$ cat src/hw/rtl/lpds_pkg.sv
package lpds_pkg;

	localparam int SAMPLE_BITS = 12;
	localparam int RUN_BITS    = 8;
	localparam int ADDR_BITS   = 5;
	localparam int DATA_BITS   = 32;

	localparam int RST_THRESHOLD = 193;
	localparam int RST_MEDIAN    = 1613;
	localparam int RST_BUFFER    = 248;
	localparam int RST_LIMIT     = 10;

	localparam logic [SAMPLE_BITS-1:0] RST_THRESHOLD_V = SAMPLE_BITS'(RST_THRESHOLD);
	localparam logic [SAMPLE_BITS-1:0] RST_WIN_LOW_V   = SAMPLE_BITS'(RST_MEDIAN - RST_BUFFER);
	localparam logic [SAMPLE_BITS-1:0] RST_WIN_HIGH_V  = SAMPLE_BITS'(RST_MEDIAN + RST_BUFFER);
	localparam logic [RUN_BITS-1:0]    RST_LIMIT_V     = RUN_BITS'(RST_LIMIT);

	typedef enum logic [1:0] {
		MODE_DISABLED = 2'd0,
		MODE_SENSE    = 2'd1,
		MODE_LOAD     = 2'd2
	} lpds_mode_t;

	typedef enum logic [2:0] {
		REG_OFFSET    = 3'd0,
		REG_THRESHOLD = 3'd1,
		REG_WIN_LOW   = 3'd2,
		REG_WIN_HIGH  = 3'd3,
		REG_LIMIT     = 3'd4
	} lpds_reg_t;

	typedef struct packed {
		logic                   power_enable;
		logic [SAMPLE_BITS-1:0] current_sample;
		logic [SAMPLE_BITS-1:0] sense_sample;
	} lpds_item_t;

	typedef struct packed {
		logic [1:0] load_mode;
		logic       boost_on;
		logic       load_switch_on;
		logic       sense_switch_on;
		logic       connected;
		logic       mode_changed;
	} lpds_result_t;

	typedef struct packed {
		logic [SAMPLE_BITS-1:0] current_offset;
		logic [SAMPLE_BITS-1:0] current_threshold;
		logic [SAMPLE_BITS-1:0] sense_window_low;
		logic [SAMPLE_BITS-1:0] sense_window_high;
		logic [RUN_BITS-1:0]    debounce_limit;
	} lpds_cfg_t;

endpackage

$ cat src/hw/rtl/lpds_cfg.sv
module lpds_cfg (
	input  logic                           clk,
	input  logic                           arst_n,
	input  logic                           psel,
	input  logic                           penable,
	input  logic                           pwrite,
	input  logic [lpds_pkg::ADDR_BITS-1:0] paddr,
	input  logic [lpds_pkg::DATA_BITS-1:0] pwdata,
	output logic [lpds_pkg::DATA_BITS-1:0] prdata,
	output logic                           pready,
	output lpds_pkg::lpds_cfg_t            cfg
);
	import lpds_pkg::*;

	lpds_cfg_t  cfg_q;
	lpds_reg_t  reg_idx;
	logic       wr_en;

	assign reg_idx = lpds_reg_t'(paddr[ADDR_BITS-1:2]);
	assign pready  = 1'b1;
	assign wr_en   = psel && penable && pwrite && pready;
	assign cfg     = cfg_q;

	always_ff @(posedge clk or negedge arst_n) begin
		if (!arst_n) begin
			cfg_q.current_offset    <= '0;
			cfg_q.current_threshold <= RST_THRESHOLD_V;
			cfg_q.sense_window_low  <= RST_WIN_LOW_V;
			cfg_q.sense_window_high <= RST_WIN_HIGH_V;
			cfg_q.debounce_limit    <= RST_LIMIT_V;
		end else if (wr_en) begin
			case (reg_idx)
				REG_OFFSET:    cfg_q.current_offset    <= pwdata[SAMPLE_BITS-1:0];
				REG_THRESHOLD: cfg_q.current_threshold <= pwdata[SAMPLE_BITS-1:0];
				REG_WIN_LOW:   cfg_q.sense_window_low  <= pwdata[SAMPLE_BITS-1:0];
				REG_WIN_HIGH:  cfg_q.sense_window_high <= pwdata[SAMPLE_BITS-1:0];
				REG_LIMIT:     cfg_q.debounce_limit    <= pwdata[RUN_BITS-1:0];
				default: ;
			endcase
		end
	end

	always_comb begin
		case (reg_idx)
			REG_OFFSET:    prdata = DATA_BITS'(cfg_q.current_offset);
			REG_THRESHOLD: prdata = DATA_BITS'(cfg_q.current_threshold);
			REG_WIN_LOW:   prdata = DATA_BITS'(cfg_q.sense_window_low);
			REG_WIN_HIGH:  prdata = DATA_BITS'(cfg_q.sense_window_high);
			REG_LIMIT:     prdata = DATA_BITS'(cfg_q.debounce_limit);
			default:       prdata = '0;
		endcase
	end

endmodule

$ cat src/hw/rtl/lpds_core.sv
module lpds_core (
	input  logic                   clk,
	input  logic                   arst_n,
	input  logic                   fire,
	input  lpds_pkg::lpds_item_t   item_s1,
	input  lpds_pkg::lpds_cfg_t    cfg,
	output lpds_pkg::lpds_result_t res
);
	import lpds_pkg::*;

	lpds_mode_t             mode_q, mode_d;
	logic                   conn_q, conn_d;
	logic [RUN_BITS-1:0]    low_run_q, low_run_d;
	logic [RUN_BITS-1:0]    win_run_q, win_run_d;
	logic                   boost_q, boost_d;
	logic                   load_sw_q, load_sw_d;
	logic                   sense_sw_q, sense_sw_d;
	logic [SAMPLE_BITS-1:0] net_current;
	logic                   in_window;

	function automatic logic [RUN_BITS-1:0] bump(input logic [RUN_BITS-1:0] run);
		return (run == {RUN_BITS{1'b1}}) ? run : run + RUN_BITS'(1);
	endfunction

	assign net_current = (item_s1.current_sample > cfg.current_offset) ?
		item_s1.current_sample - cfg.current_offset : '0;
	assign in_window = (item_s1.sense_sample > cfg.sense_window_low) &&
		(item_s1.sense_sample < cfg.sense_window_high);

	always_comb begin
		mode_d     = mode_q;
		conn_d     = conn_q;
		low_run_d  = low_run_q;
		win_run_d  = win_run_q;
		boost_d    = boost_q;
		load_sw_d  = load_sw_q;
		sense_sw_d = sense_sw_q;
		if (!item_s1.power_enable) begin
			mode_d  = MODE_DISABLED;
			boost_d = 1'b0;
			if (mode_q != MODE_DISABLED) begin
				load_sw_d  = 1'b0;
				sense_sw_d = 1'b0;
			end
		end else begin
			if (conn_q) begin
				low_run_d = (net_current < cfg.current_threshold) ? bump(low_run_q) : '0;
				if (low_run_d > cfg.debounce_limit) begin
					conn_d    = 1'b0;
					low_run_d = '0;
				end
			end else begin
				win_run_d = in_window ? bump(win_run_q) : '0;
				if (win_run_d > cfg.debounce_limit) begin
					conn_d    = 1'b1;
					win_run_d = '0;
				end
			end
			mode_d = conn_d ? MODE_LOAD : MODE_SENSE;
			if (mode_d != mode_q) begin
				boost_d    = conn_d;
				load_sw_d  = conn_d;
				sense_sw_d = !conn_d;
			end
		end
	end

	always_comb begin
		res.load_mode       = mode_d;
		res.boost_on        = boost_d;
		res.load_switch_on  = load_sw_d;
		res.sense_switch_on = sense_sw_d;
		res.connected       = conn_d;
		res.mode_changed    = (mode_d != mode_q);
	end

	always_ff @(posedge clk or negedge arst_n) begin
		if (!arst_n) begin
			mode_q     <= MODE_DISABLED;
			conn_q     <= 1'b0;
			low_run_q  <= '0;
			win_run_q  <= '0;
			boost_q    <= 1'b0;
			load_sw_q  <= 1'b0;
			sense_sw_q <= 1'b0;
		end else if (fire) begin
			mode_q     <= mode_d;
			conn_q     <= conn_d;
			low_run_q  <= low_run_d;
			win_run_q  <= win_run_d;
			boost_q    <= boost_d;
			load_sw_q  <= load_sw_d;
			sense_sw_q <= sense_sw_d;
		end
	end

endmodule

$ cat src/hw/rtl/load_detect_power_sequencer.sv
// Load-detect power sequencer.
// The item channel (item_valid, item_stall, item) takes one tick beat per cycle while
// item_stall is low, carrying the output enable and the load current and sense voltage
// samples. The result channel (result_valid, result_stall, result) returns one beat per
// item with the mode, pin levels, connected flag and a mode-change flag, in item order.
// An accepted item lands in an input register; when the result register can take a beat,
// the sequencer state is updated and the result register is loaded from it. One item per
// cycle is sustained while the receiver does not stall, limited only by the single update
// of the sequencer state per cycle.
// While the receiver stalls, the result register holds its beat and the input register
// keeps one more item; item_stall rises once both are full.
// The APB port holds five registers at byte addresses 0 to 16: offset, threshold,
// window low, window high and debounce limit. Write them only while the block is idle.
// Reset clears both registers' valid state, sets the mode to disabled with all pins low,
// clears the connected flag and run counts, and loads the register defaults.
module load_detect_power_sequencer (
	input  logic                           clk,
	input  logic                           arst_n,
	input  logic                           item_valid,
	output logic                           item_stall,
	input  lpds_pkg::lpds_item_t           item,
	output logic                           result_valid,
	input  logic                           result_stall,
	output lpds_pkg::lpds_result_t         result,
	input  logic                           psel,
	input  logic                           penable,
	input  logic                           pwrite,
	input  logic [lpds_pkg::ADDR_BITS-1:0] paddr,
	input  logic [lpds_pkg::DATA_BITS-1:0] pwdata,
	output logic [lpds_pkg::DATA_BITS-1:0] prdata,
	output logic                           pready
);
	import lpds_pkg::*;

	lpds_cfg_t    cfg;
	lpds_item_t   item_s1;
	logic         valid_s1;
	lpds_result_t res;
	lpds_result_t result_q;
	logic         result_valid_q;
	logic         out_free;
	logic         fire;
	logic         take;

	assign out_free     = !result_valid_q || !result_stall;
	assign fire         = valid_s1 && out_free;
	assign item_stall   = valid_s1 && !out_free;
	assign take         = item_valid && !item_stall;
	assign result_valid = result_valid_q;
	assign result       = result_q;

	lpds_cfg u_cfg (
		.clk     (clk),
		.arst_n  (arst_n),
		.psel    (psel),
		.penable (penable),
		.pwrite  (pwrite),
		.paddr   (paddr),
		.pwdata  (pwdata),
		.prdata  (prdata),
		.pready  (pready),
		.cfg     (cfg)
	);

	lpds_core u_core (
		.clk     (clk),
		.arst_n  (arst_n),
		.fire    (fire),
		.item_s1 (item_s1),
		.cfg     (cfg),
		.res     (res)
	);

	always_ff @(posedge clk or negedge arst_n) begin
		if (!arst_n) begin
			valid_s1 <= 1'b0;
		end else if (take) begin
			valid_s1 <= 1'b1;
		end else if (fire) begin
			valid_s1 <= 1'b0;
		end
	end

	always_ff @(posedge clk) begin
		if (take) begin
			item_s1 <= item;
		end
	end

	always_ff @(posedge clk or negedge arst_n) begin
		if (!arst_n) begin
			result_valid_q <= 1'b0;
		end else if (out_free) begin
			result_valid_q <= valid_s1;
		end
	end

	always_ff @(posedge clk) begin
		if (fire) begin
			result_q <= res;
		end
	end

endmodule

$ cat config.mk
export PLATFORM = sky130hd
export DESIGN_NAME = load_detect_power_sequencer
export DESIGN_NICKNAME = d
export VERILOG_FILES = /design/src/hw/rtl/lpds_pkg.sv /design/src/hw/rtl/lpds_cfg.sv /design/src/hw/rtl/lpds_core.sv /design/src/hw/rtl/load_detect_power_sequencer.sv
export SDC_FILE = /design/constraint.sdc
export NUM_CORES = 1
export LEC_CHECK = 0
export ABC_AREA = 1
export BUFFER_PORTS_ARGS = -buffer_cell sky130_fd_sc_hd__buf_2
export CORE_ASPECT_RATIO = 0.7
export CORE_MARGIN = 2
export CORE_UTILIZATION = 63
export CTS_CLUSTER_DIAMETER = 40
export DETAILED_ROUTE_END_ITERATION = 16
export HOLD_SLACK_MARGIN = 0.15
export PLACE_DENSITY = 0.93
export SLEW_MARGIN = 20
export SYNTH_ARGS = -nofsm -noshare
export SYNTH_HDL_FRONTEND = slang
export SYNTH_HIERARCHICAL = 1
export SYNTH_SLANG_ARGS = --single-unit
$ cat constraint.sdc
create_clock -name clk -period 6.2 [get_ports clk]
set_clock_uncertainty 0.2 [all_clocks]
set_input_delay 1.24 -clock clk [delete_from_list [all_inputs] [get_ports clk]]
set_output_delay 1.24 -clock clk [all_outputs]
set_load 0.02 [all_outputs]
==> results of run 1 <==
placed cells by master, fill, tap and decap left out, types with 21 or more instances in the layout:
| master | instances |
|---|---|
| nand2_1 | 232 |
| inv_1 | 147 |
| buf_2 | 66 |
| ha_1 | 64 |
| dfrtp_1 | 63 |
| nor2_1 | 59 |
| o21ai_0 | 50 |
| a21oi_1 | 46 |
| nand3_1 | 42 |
| edfxtp_1 | 32 |
| nand4_1 | 27 |
| o21ai_2 | 22 |
| conb_1 | 21 |
layout make-up:
| type | count | area (µm²) | share of cell area (%) |
|---|---|---|---|
| repair buffers | 67 | 342 | 4.24 |
| clock buffers | 11 | 264 | 3.28 |
| multi-input cells | 632 | 3640 | 45.2 |
| inverters | 153 | 583 | 7.24 |
| well taps | 157 | 196 | 2.44 |
| flip-flops and latches | 112 | 2980 | 37.0 |
| clock inverters | 5 | 42.5 | 0.528 |
per-layer routing:
| layer | GRT usage (%) | up-vias |
|---|---|---|
| met2 | 41.7 | 283 |
| met5 | 0 | - |
| met1 | 38.9 | 2863 |
| li1 | - | 3061 |
| met3 | 5.00 | 30 |
| met4 | 9.65 | 0 |
final timing paths:
path	start	endpoint	cells after the start	slack (ns)
min in group asynchronous	arst_n	u_core/low_run_q[2]	1	0.71
worst max register to register	u_cfg/cfg[44]	result[2]	26	1.21
worst min register to register	u_cfg/cfg[38]	u_cfg/cfg[38]	2	0.30
max in group asynchronous	arst_n	u_cfg/cfg[19]	1	4.60
worst max-delay path	u_cfg/cfg[44]	result[2]	26	1.21
worst min-delay path	u_cfg/cfg[38]	u_cfg/cfg[38]	2	0.30
cells by family (layout without fill, tap and decap cells):
family	after synthesis	after routing
adders and majority gates	65	65
xor gates and xnor gates	14	14
buffers and inverters	197	236
and+or+nand+nor	390	390
AOI/OAI and AO/OA	142	142
DFF	112	112
other	2	21
sequential cells by signal, summed over array words and instances (netlist names):
name,count
item_s1,25
result,7
result_valid,1
u_cfg/cfg,56
u_core/boost_q,1
u_core/conn_q,1
u_core/load_sw_q,1
u_core/low_run_q,8
u_core/mode_q,2
u_core/sense_sw_q,1
u_core/win_run_q,8
valid_s1,1
critical path, cell delays in order (launching register included):
cell and delay, ns:
dfrtp_1 0.43, ha_1 0.24, fa_1 0.40, inv_1 0.07, nand2_1 0.05, nand2_1 0.14
nand2_1 0.07, nand3_1 0.09, nand2_1 0.24, o21bai_1 0.25, a21oi_1 0.16, ha_1 0.29
a21oi_1 0.14, o221a_2 0.37, nand2_4 0.12, a21oi_1 0.22, ha_1 0.29, a21oi_1 0.15
nand2_1 0.06, nand2_1 0.05, nand2_1 0.08, nand3_1 0.13, nand2_1 0.10, nand2_1 0.14
nand4_1 0.09, nand2_1 0.07, nand2_1 0.08
metrics by stage:
stage,utilization [%],total power (W),std cells,setup slack [ns],hold WS [ns]
2_1_floorplan,-,0.00169,941,1.92,0.249
3_3_place_gp,66.5,0.00184,1121,1.48,0.273
3_5_place_dp,66.5,0.00189,1121,1.32,0.288
4_1_cts,69.1,0.00249,1137,1.24,0.301
5_1_grt,69.2,0.00267,1137,0.800,0.320
6_report,69.2,0.00250,1137,1.21,0.302
power breakdown:
group / switching [W] / internal (W) / leakage (nW)
Combinational: 0.000571 / 0.000316 / 2.68
Sequential: 0.000110 / 0.000909 / 1.30
Clock: 0.000276 / 0.000315 / 0.155
==> metrics.cfg, run 1 <==
[floorplan]
core-area_um2=11600
io_pins=111
die_y_um=95.2
initial_utilization_pct=64.3
dieArea_um2=12800
die_w_um=134
rows=33

[layout]
drive_above_1_share_pct=15.4
area_delta_synth_final_pct=7.59
antennaDiodeCount=0
fin_area_um2=8060
layout.nets=1109
fill_cells=869

[sta]
relSlewSlack_pct=33.4
tightest_slew_ns=0.993
setup_tns_ns=0
period_minus_slack_ns=4.99
fmax_mhz=200
hold_viol_final=0
finalCritPeriodShare_pct=80.5
rsz0062_at_grt=false
setup_viol=0
final_max_slew_viol_count=0

[clocking]
cts_hold_buf=0
htreeDepth=3
cts_sinks=112
cts-root-buf=clkbuf_16
clockBufferDepth=2
cts_setup_buffers=0
clock_latency_ns=0.35
clk_pin_slew_ns=0.07
cts_tree=built
cts_resized=0
cts_buffers=9

[synthesis]
synth_top_family_by_area=simple AND/OR/NAND/NOR gates
synth_xor_xnor_area_share_pct=1.64
synth_top_cell_by_area=dfrtp_1
async_flop_share_pct=71.4
synth-edff-count=32
synthTopCellsByArea=dfrtp_1 21%, edfxtp_1 13%, nand2_1 12%
yosysMostFrequentCell=nand2_1
synth_compound_area_share_pct=11.2
synth_fa_ha_area_share_pct=11.0
synth-simple-area-share_pct=23.7
synth_seq_area_share_pct=39.9
synth_ff_type=dfrtp_1
yosys.area.top_type_share_pct=21.1
yosysUniqueCellTypes=47
synth.area.mux_share_pct=0
synth_cells=922
yosys-top-cells-count=232 x nand2_1, 148 x inv_1, 64 x ha_1, 63 x dfrtp_1, 59 x nor2_1
ys_ff_latch=112
synth_warnings=6
avgSynthCellArea_um2=8.12
syn_area_um2=7490

[outcome]
status=complete, no violations

[detailed_routing]
vias=6237
route.detailed.drc=0
dr.max_layer_used=met4
vias_per_cell=5.49
drt-initial-drc-count=631
drt-met1-wl_um=7640
drt-total-wl_um=16700
ant_nets=0
first_pass_iters=5
wl_met2_um=7300
route.met3.wl_um=1400
wl_per_cell_um=14.7

[place]
placed_cell_area_um2=7740
place_congestion=0.929
hpwl_um=12200
port-buffer-count=67

[global_route]
grt_pass1_wl_um=27000
grt_start_max_net_pins=81
grt_usage_pct=27.2
grt-ovfl-total=0
grt_pass1_vias=5610
grt_antenna_before_repair=0

[job]
drv_cap=0

[power_and_ir_drop]
ir_drop_uv=177
power_density_nw_per_um2=310
leakagePower_nw=4.14

[critical_path]
crit_path_max_fanout=11
required_ns=6.10
end_kind=flop
crit_arrival_ns=4.89
criticalPathCategory=flop to flop
setup.worst_path.start_class=flop

[hold_path]
hold_path_class=flop to flop

Power figures use the tool's default switching activity.
==> run 2: changes to the inputs <==
CORE_UTILIZATION = 58   (was 63)
PLACE_DENSITY = 0.87   (was 0.93)
clock period = 5.23 ns   (was 6.2 ns; I/O delays follow)
==> run 2 against run 1 <==
Against the previous run:
- clock-buffer cell count is 3 higher
- clock power grew 16%
- critical endpoint unchanged
- final cell count up 0.62%
- sequential power rose by 18%
- die area increased by 8.3%
- sequential share of layout area decreased by 0.075 points
- non-clock buffer count increased by 2
- first-iteration DRC count is 8.2% lower
- largest cell class unchanged
- utilization decreased by 4.6 points
==> metrics.cfg, run 2 (synthesis results as in run 1) <==
[sta]
fmax_mhz=210
final_max_slew_viol_count=0
rsz0062_at_grt=false
setup_slack_ns=0.477
setup_tns_ns=0
period_minus_slack_ns=4.75
setup_viol=0
hold_viol_final=0
finalCritPeriodShare_pct=90.9
relSlewSlack_pct=34.0
tightest_slew_ns=0.991

[job]
drv_cap=0

[global_route]
grt_start_max_net_pins=81
grt_antenna_before_repair=0
use_met3_pct=6.03
top_usage_layer=met1
grt_use_met1_pct=37.7
grt_pass1_vias=5637
grt_usage_pct=25.0
grt-ovfl-total=0
use_met2_pct=36.2
grt_pass1_wl_um=27600

[detailed_routing]
first_pass_iters=5
route.detailed.drc=0
drt-total-wl_um=16700
ant_nets=0
wl_per_cell_um=14.6
vias=6199
vias_per_cell=5.42
drt-initial-drc-count=579

[critical_path]
crit_arrival_ns=4.66
setup.worst_path.start_class=flop
criticalPathCategory=flop to flop
end_kind=flop
slowest_delay_ns=0.44
critPathSlowestCell=dfrtp_1
critPathMostFrequentCell=nand2_1
required_ns=5.13
crit_path_max_fanout=11

[place]
place_congestion=0.893
port-buffer-count=67
dp_worst_setup_slack_ns=0.324
hpwl_um=12300

[clocking]
cts_resized=0
htreeDepth=3
cts-root-buf=clkbuf_16
clk_pin_slew_ns=0.07
clock_latency_ns=0.35
cts_hold_buf=0
cts_buffers=9
cts_setup_buffers=0
clockBufferDepth=2
cts_sinks=112
cts_tree=built

[layout]
drive_above_1_share_pct=15.5
layout.nets=1111
antennaDiodeCount=0
largest_reg_flops=56
final_cell_mix=231 x nand2_1, 147 x inv_1, 66 x buf_2, 64 x ha_1, 63 x dfrtp_1
final_common_cell=nand2_1
area_delta_synth_final_pct=7.80

[power_and_ir_drop]
leakagePower_nw=4.15
power_density_nw_per_um2=367
ir_drop_uv=194

[floorplan]
initial_utilization_pct=59.9
dieArea_um2=13800
core-area_um2=12500
rows=34
io_pins=111
die_y_um=99.1
die_w_um=140

[outcome]
status=complete, no violations

[hold_path]
hold_path_class=flop to flop

==> run 2: worst max-delay path: cells and delay by family (launching register included) <==
kind / cells / cell delay [ns]
AO/OA/AOI/OAI: 6 / 1.18
buffers and inverters: 1 / 0.08
adder cells (fa/ha/maj): 4 / 1.23
flip-flops: 1 / 0.44
AND/OR/NAND/NOR: 15 / 1.36
==> run 2: power breakdown <==
group          total [W]  switching, W  internal [W]
logic            0.00107      0.000685      0.000382
registers        0.00120      0.000127       0.00108
clock network   0.000687      0.000317      0.000370
==> run 2: metal layers <==
| layer | vias to the layer above | part of all wire, % |
|---|---|---|
| met4 | 0 | 1.6 |
| met1 | 2847 | 48 |
| met2 | 265 | 42 |
| met5 | - | 0 |
| met3 | 29 | 8.6 |
| li1 | 3058 | - |
==> run 2: cell type report <==
type / instances / area [µm²]
Fill cell: 1023 / 4440
Clock buffer: 14 / 275
Timing Repair Buffer: 69 / 353
Inverter: 153 / 583
Sequential cell: 112 / 2980
Clock inverter: 2 / 17.5
Multi-Input combinational cell: 632 / 3660
Tap cell: 162 / 203
==> run 2: final timing paths <==
check / from / end / slack (ns) / cells past startpoint
max reg2reg: u_cfg/cfg[44] / result[2] / 0.48 / 26
max in group asynchronous: arst_n / u_cfg/cfg[29] / 3.55 / 1
min in group asynchronous: arst_n / u_core/low_run_q[1] / 0.67 / 1
min: valid_s1 / result_valid / 0.30 / 2
min reg2reg: valid_s1 / result_valid / 0.30 / 2
max: u_cfg/cfg[44] / result[2] / 0.48 / 26
==> run 2: metrics by stage <==
step / total power (W) / hold WS [ns] / area (µm²) / util, % / cells
2_1_floorplan: 0.00200 / 0.249 / 7560 / - / 941
3_3_place_gp: 0.00219 / 0.272 / 7760 / 62.1 / 1128
3_5_place_dp: 0.00224 / 0.282 / 7760 / 62.1 / 1128
4_1_cts: 0.00294 / 0.300 / 8060 / 64.4 / 1144
5_1_grt: 0.00318 / 0.310 / 8070 / 64.5 / 1144
6_report: 0.00296 / 0.296 / 8070 / 64.5 / 1144
==> run 3: changes to the inputs <==
BUFFER_PORTS_ARGS = not set   (was -buffer_cell sky130_fd_sc_hd__buf_2)
CORE_UTILIZATION = 65   (was 58)
DONT_BUFFER_PORTS = 1   (was not set)
SYNTH_HIERARCHICAL = not set   (was 1)
==> run 3 against run 2 <==
Against the previous run:
- hold slack got worse by 0.12 ns
- sequential power barely moved
- critical path depth grew 2
- final area is 7.7% lower
- synthesized area fell by 7.0%
==> metrics.cfg, run 3 <==
[detailed_routing]
drt-initial-drc-count=531
vias=6003
route.detailed.drc=0
drt-total-wl_um=17100
first_pass_iters=5
dr.max_layer_used=met4
wl_met2_um=7920
ant_nets=0
route.met3.wl_um=1670
drt-met1-wl_um=7190
wl_per_cell_um=17.3
vias_per_cell=6.05

[clocking]
cts_sinks=112
htreeDepth=3
clockBufferDepth=2
cts_buffers=9
cts_tree=built
cts-root-buf=clkbuf_16
clock_latency_ns=0.36
clk_pin_slew_ns=0.08
cts_hold_buf=0

[synthesis]
synth_warnings=0
syn_area_um2=6970
synthTopCellsByArea=dfrtp_1 23%, edfxtp_1 14%, nand2_1 12%
yosys.area.top_type_share_pct=22.6
yosysUniqueCellTypes=47
ys_ff_latch=112
synth_seq_area_share_pct=42.8
synth_ff_type=dfrtp_1
async_flop_share_pct=71.4
yosys-top-cells-count=222 x nand2_1, 122 x inv_1, 76 x o21ai_0, 64 x ha_1, 63 x dfrtp_1
synth_top_cell_by_area=dfrtp_1
yosysMostFrequentCell=nand2_1
synth-edff-count=32
avgSynthCellArea_um2=8.22
synth_cells=847

[global_route]
grt_pass1_vias=5756
grt_pass1_wl_um=27400
grt_start_max_net_pins=81
grt_usage_pct=30.3
grt_antenna_before_repair=0
grt-ovfl-total=0

[layout]
final_common_cell=nand2_1
fin_area_um2=7450
drive_above_1_share_pct=10.1
antennaDiodeCount=0
area_delta_synth_final_pct=7.01
fill_cells=767
layout.nets=989
largest_reg_flops=56
final_cell_mix=218 x nand2_1, 122 x inv_1, 76 x o21ai_0, 62 x ha_1, 62 x dfrtp_1

[critical_path]
critPathMostFrequentCell=nand2_1
crit_arrival_ns=5.02
required_ns=5.21
end_kind=flop
setup.worst_path.start_class=flop
criticalPathCategory=flop to flop
critPathSlowestCell=dfrtp_1
crit_path_max_fanout=10
crit_start=u_cfg.cfg[44]
cpLargestDelayFamily=simple AND/OR/NAND/NOR gates
r2r_start=u_cfg.cfg[44]
slowest_delay_ns=0.41
path_buf_inv=2

[floorplan]
core-area_um2=10400
die_y_um=90.6
dieArea_um2=11600
rows=31
die_w_um=128
io_pins=111
initial_utilization_pct=67.0

[sta]
fmax_mhz=198
hold_viol_final=0
tightest_slew_ns=1.04
period_minus_slack_ns=5.04
relSlewSlack_pct=30.8
setup_viol=0
holdWs_ns=0.177
finalCritPeriodShare_pct=96.4
final_max_slew_viol_count=0

[place]
placed_cell_area_um2=7030
place_congestion=0.898
hpwl_um=12600
port-buffer-count=0

[power_and_ir_drop]
power_density_nw_per_um2=399
power_w=0.00298
ir_drop_uv=289
leakagePower_nw=3.59

[hold_path]
hold_path_class=input pin to asynchronous set/reset pin

[outcome]
status=complete, no violations

[job]
drv_cap=0

==> run 3: routing by layer <==
layer / vias up / global-route usage [%]
li1: 2781 / -
met2: 299 / 47.6
met3: 42 / 9.24
met4: 0 / 9.34
met1: 2881 / 40.5
met5: - / 0
==> run 3: what timing repair did <==
| action | in CTS | in global routing |
|---|---|---|
| setup endpoints to repair | 0 | 18 |
| setup buffers | 0 | 8 |
| resized for setup | 0 | 17 |
==> run 3: cell type report <==
class                   count  area, µm²  area share [%]
clock inverters             5       38.8           0.520
flip-flops and latches    112       2990            40.1
clock buffers              11        243            3.26
repair buffers             14        105            1.41
well taps                 132        165            2.22
inverters                 124        465            6.24
multi-input cells         594       3450            46.3
==> run 3: cells by family after synthesis <==
| family | count (synthesis) | synth area share (%) |
|---|---|---|
| buffers and inverters | 160 | 9.77 |
| AND/OR/NAND/NOR | 342 | 21.2 |
| flip-flops | 112 | 42.8 |
| adder cells (fa/ha/maj) | 65 | 11.8 |
| XOR/XNOR | 12 | 1.51 |
| AO/OA/AOI/OAI | 154 | 12.8 |
| other | 2 | 0.108 |
==> run 3: report_power, final <==
| part | switching, W | total [W] | internal [W] |
|---|---|---|---|
| registers | 0.000141 | 0.00122 | 0.00108 |
| logic | 0.000684 | 0.00108 | 0.000398 |
| clock network | 0.000332 | 0.000673 | 0.000341 |
| total | 0.00116 | 0.00298 | 0.00182 |
==> run 3: stage by stage <==
step,worst slack [ns],util (%),std cells,setup TNS (ns)
3_3_place_gp,0.289,67.6,968,0
4_1_cts,0.0239,70.4,984,0
6_report,0.189,71.7,992,0
3_5_place_dp,0.0489,67.6,968,0
2_1_floorplan,0.734,-,866,0
5_1_grt,-0.0462,71.7,992,-0.122
==> run 3: worst paths after layout <==
check                      cells past startpoint             endpoint  slack [ns]
hold / removal                                 0        u_cfg.cfg[37]        0.18
max in group asynchronous                      0        u_cfg.cfg[30]        4.43
setup / recovery                              28            result[3]        0.19
setup reg to reg                              28            result[3]        0.19
min in group clk                               2  u_core.win_run_q[3]        0.28
hold reg to reg                                2  u_core.win_run_q[3]        0.28
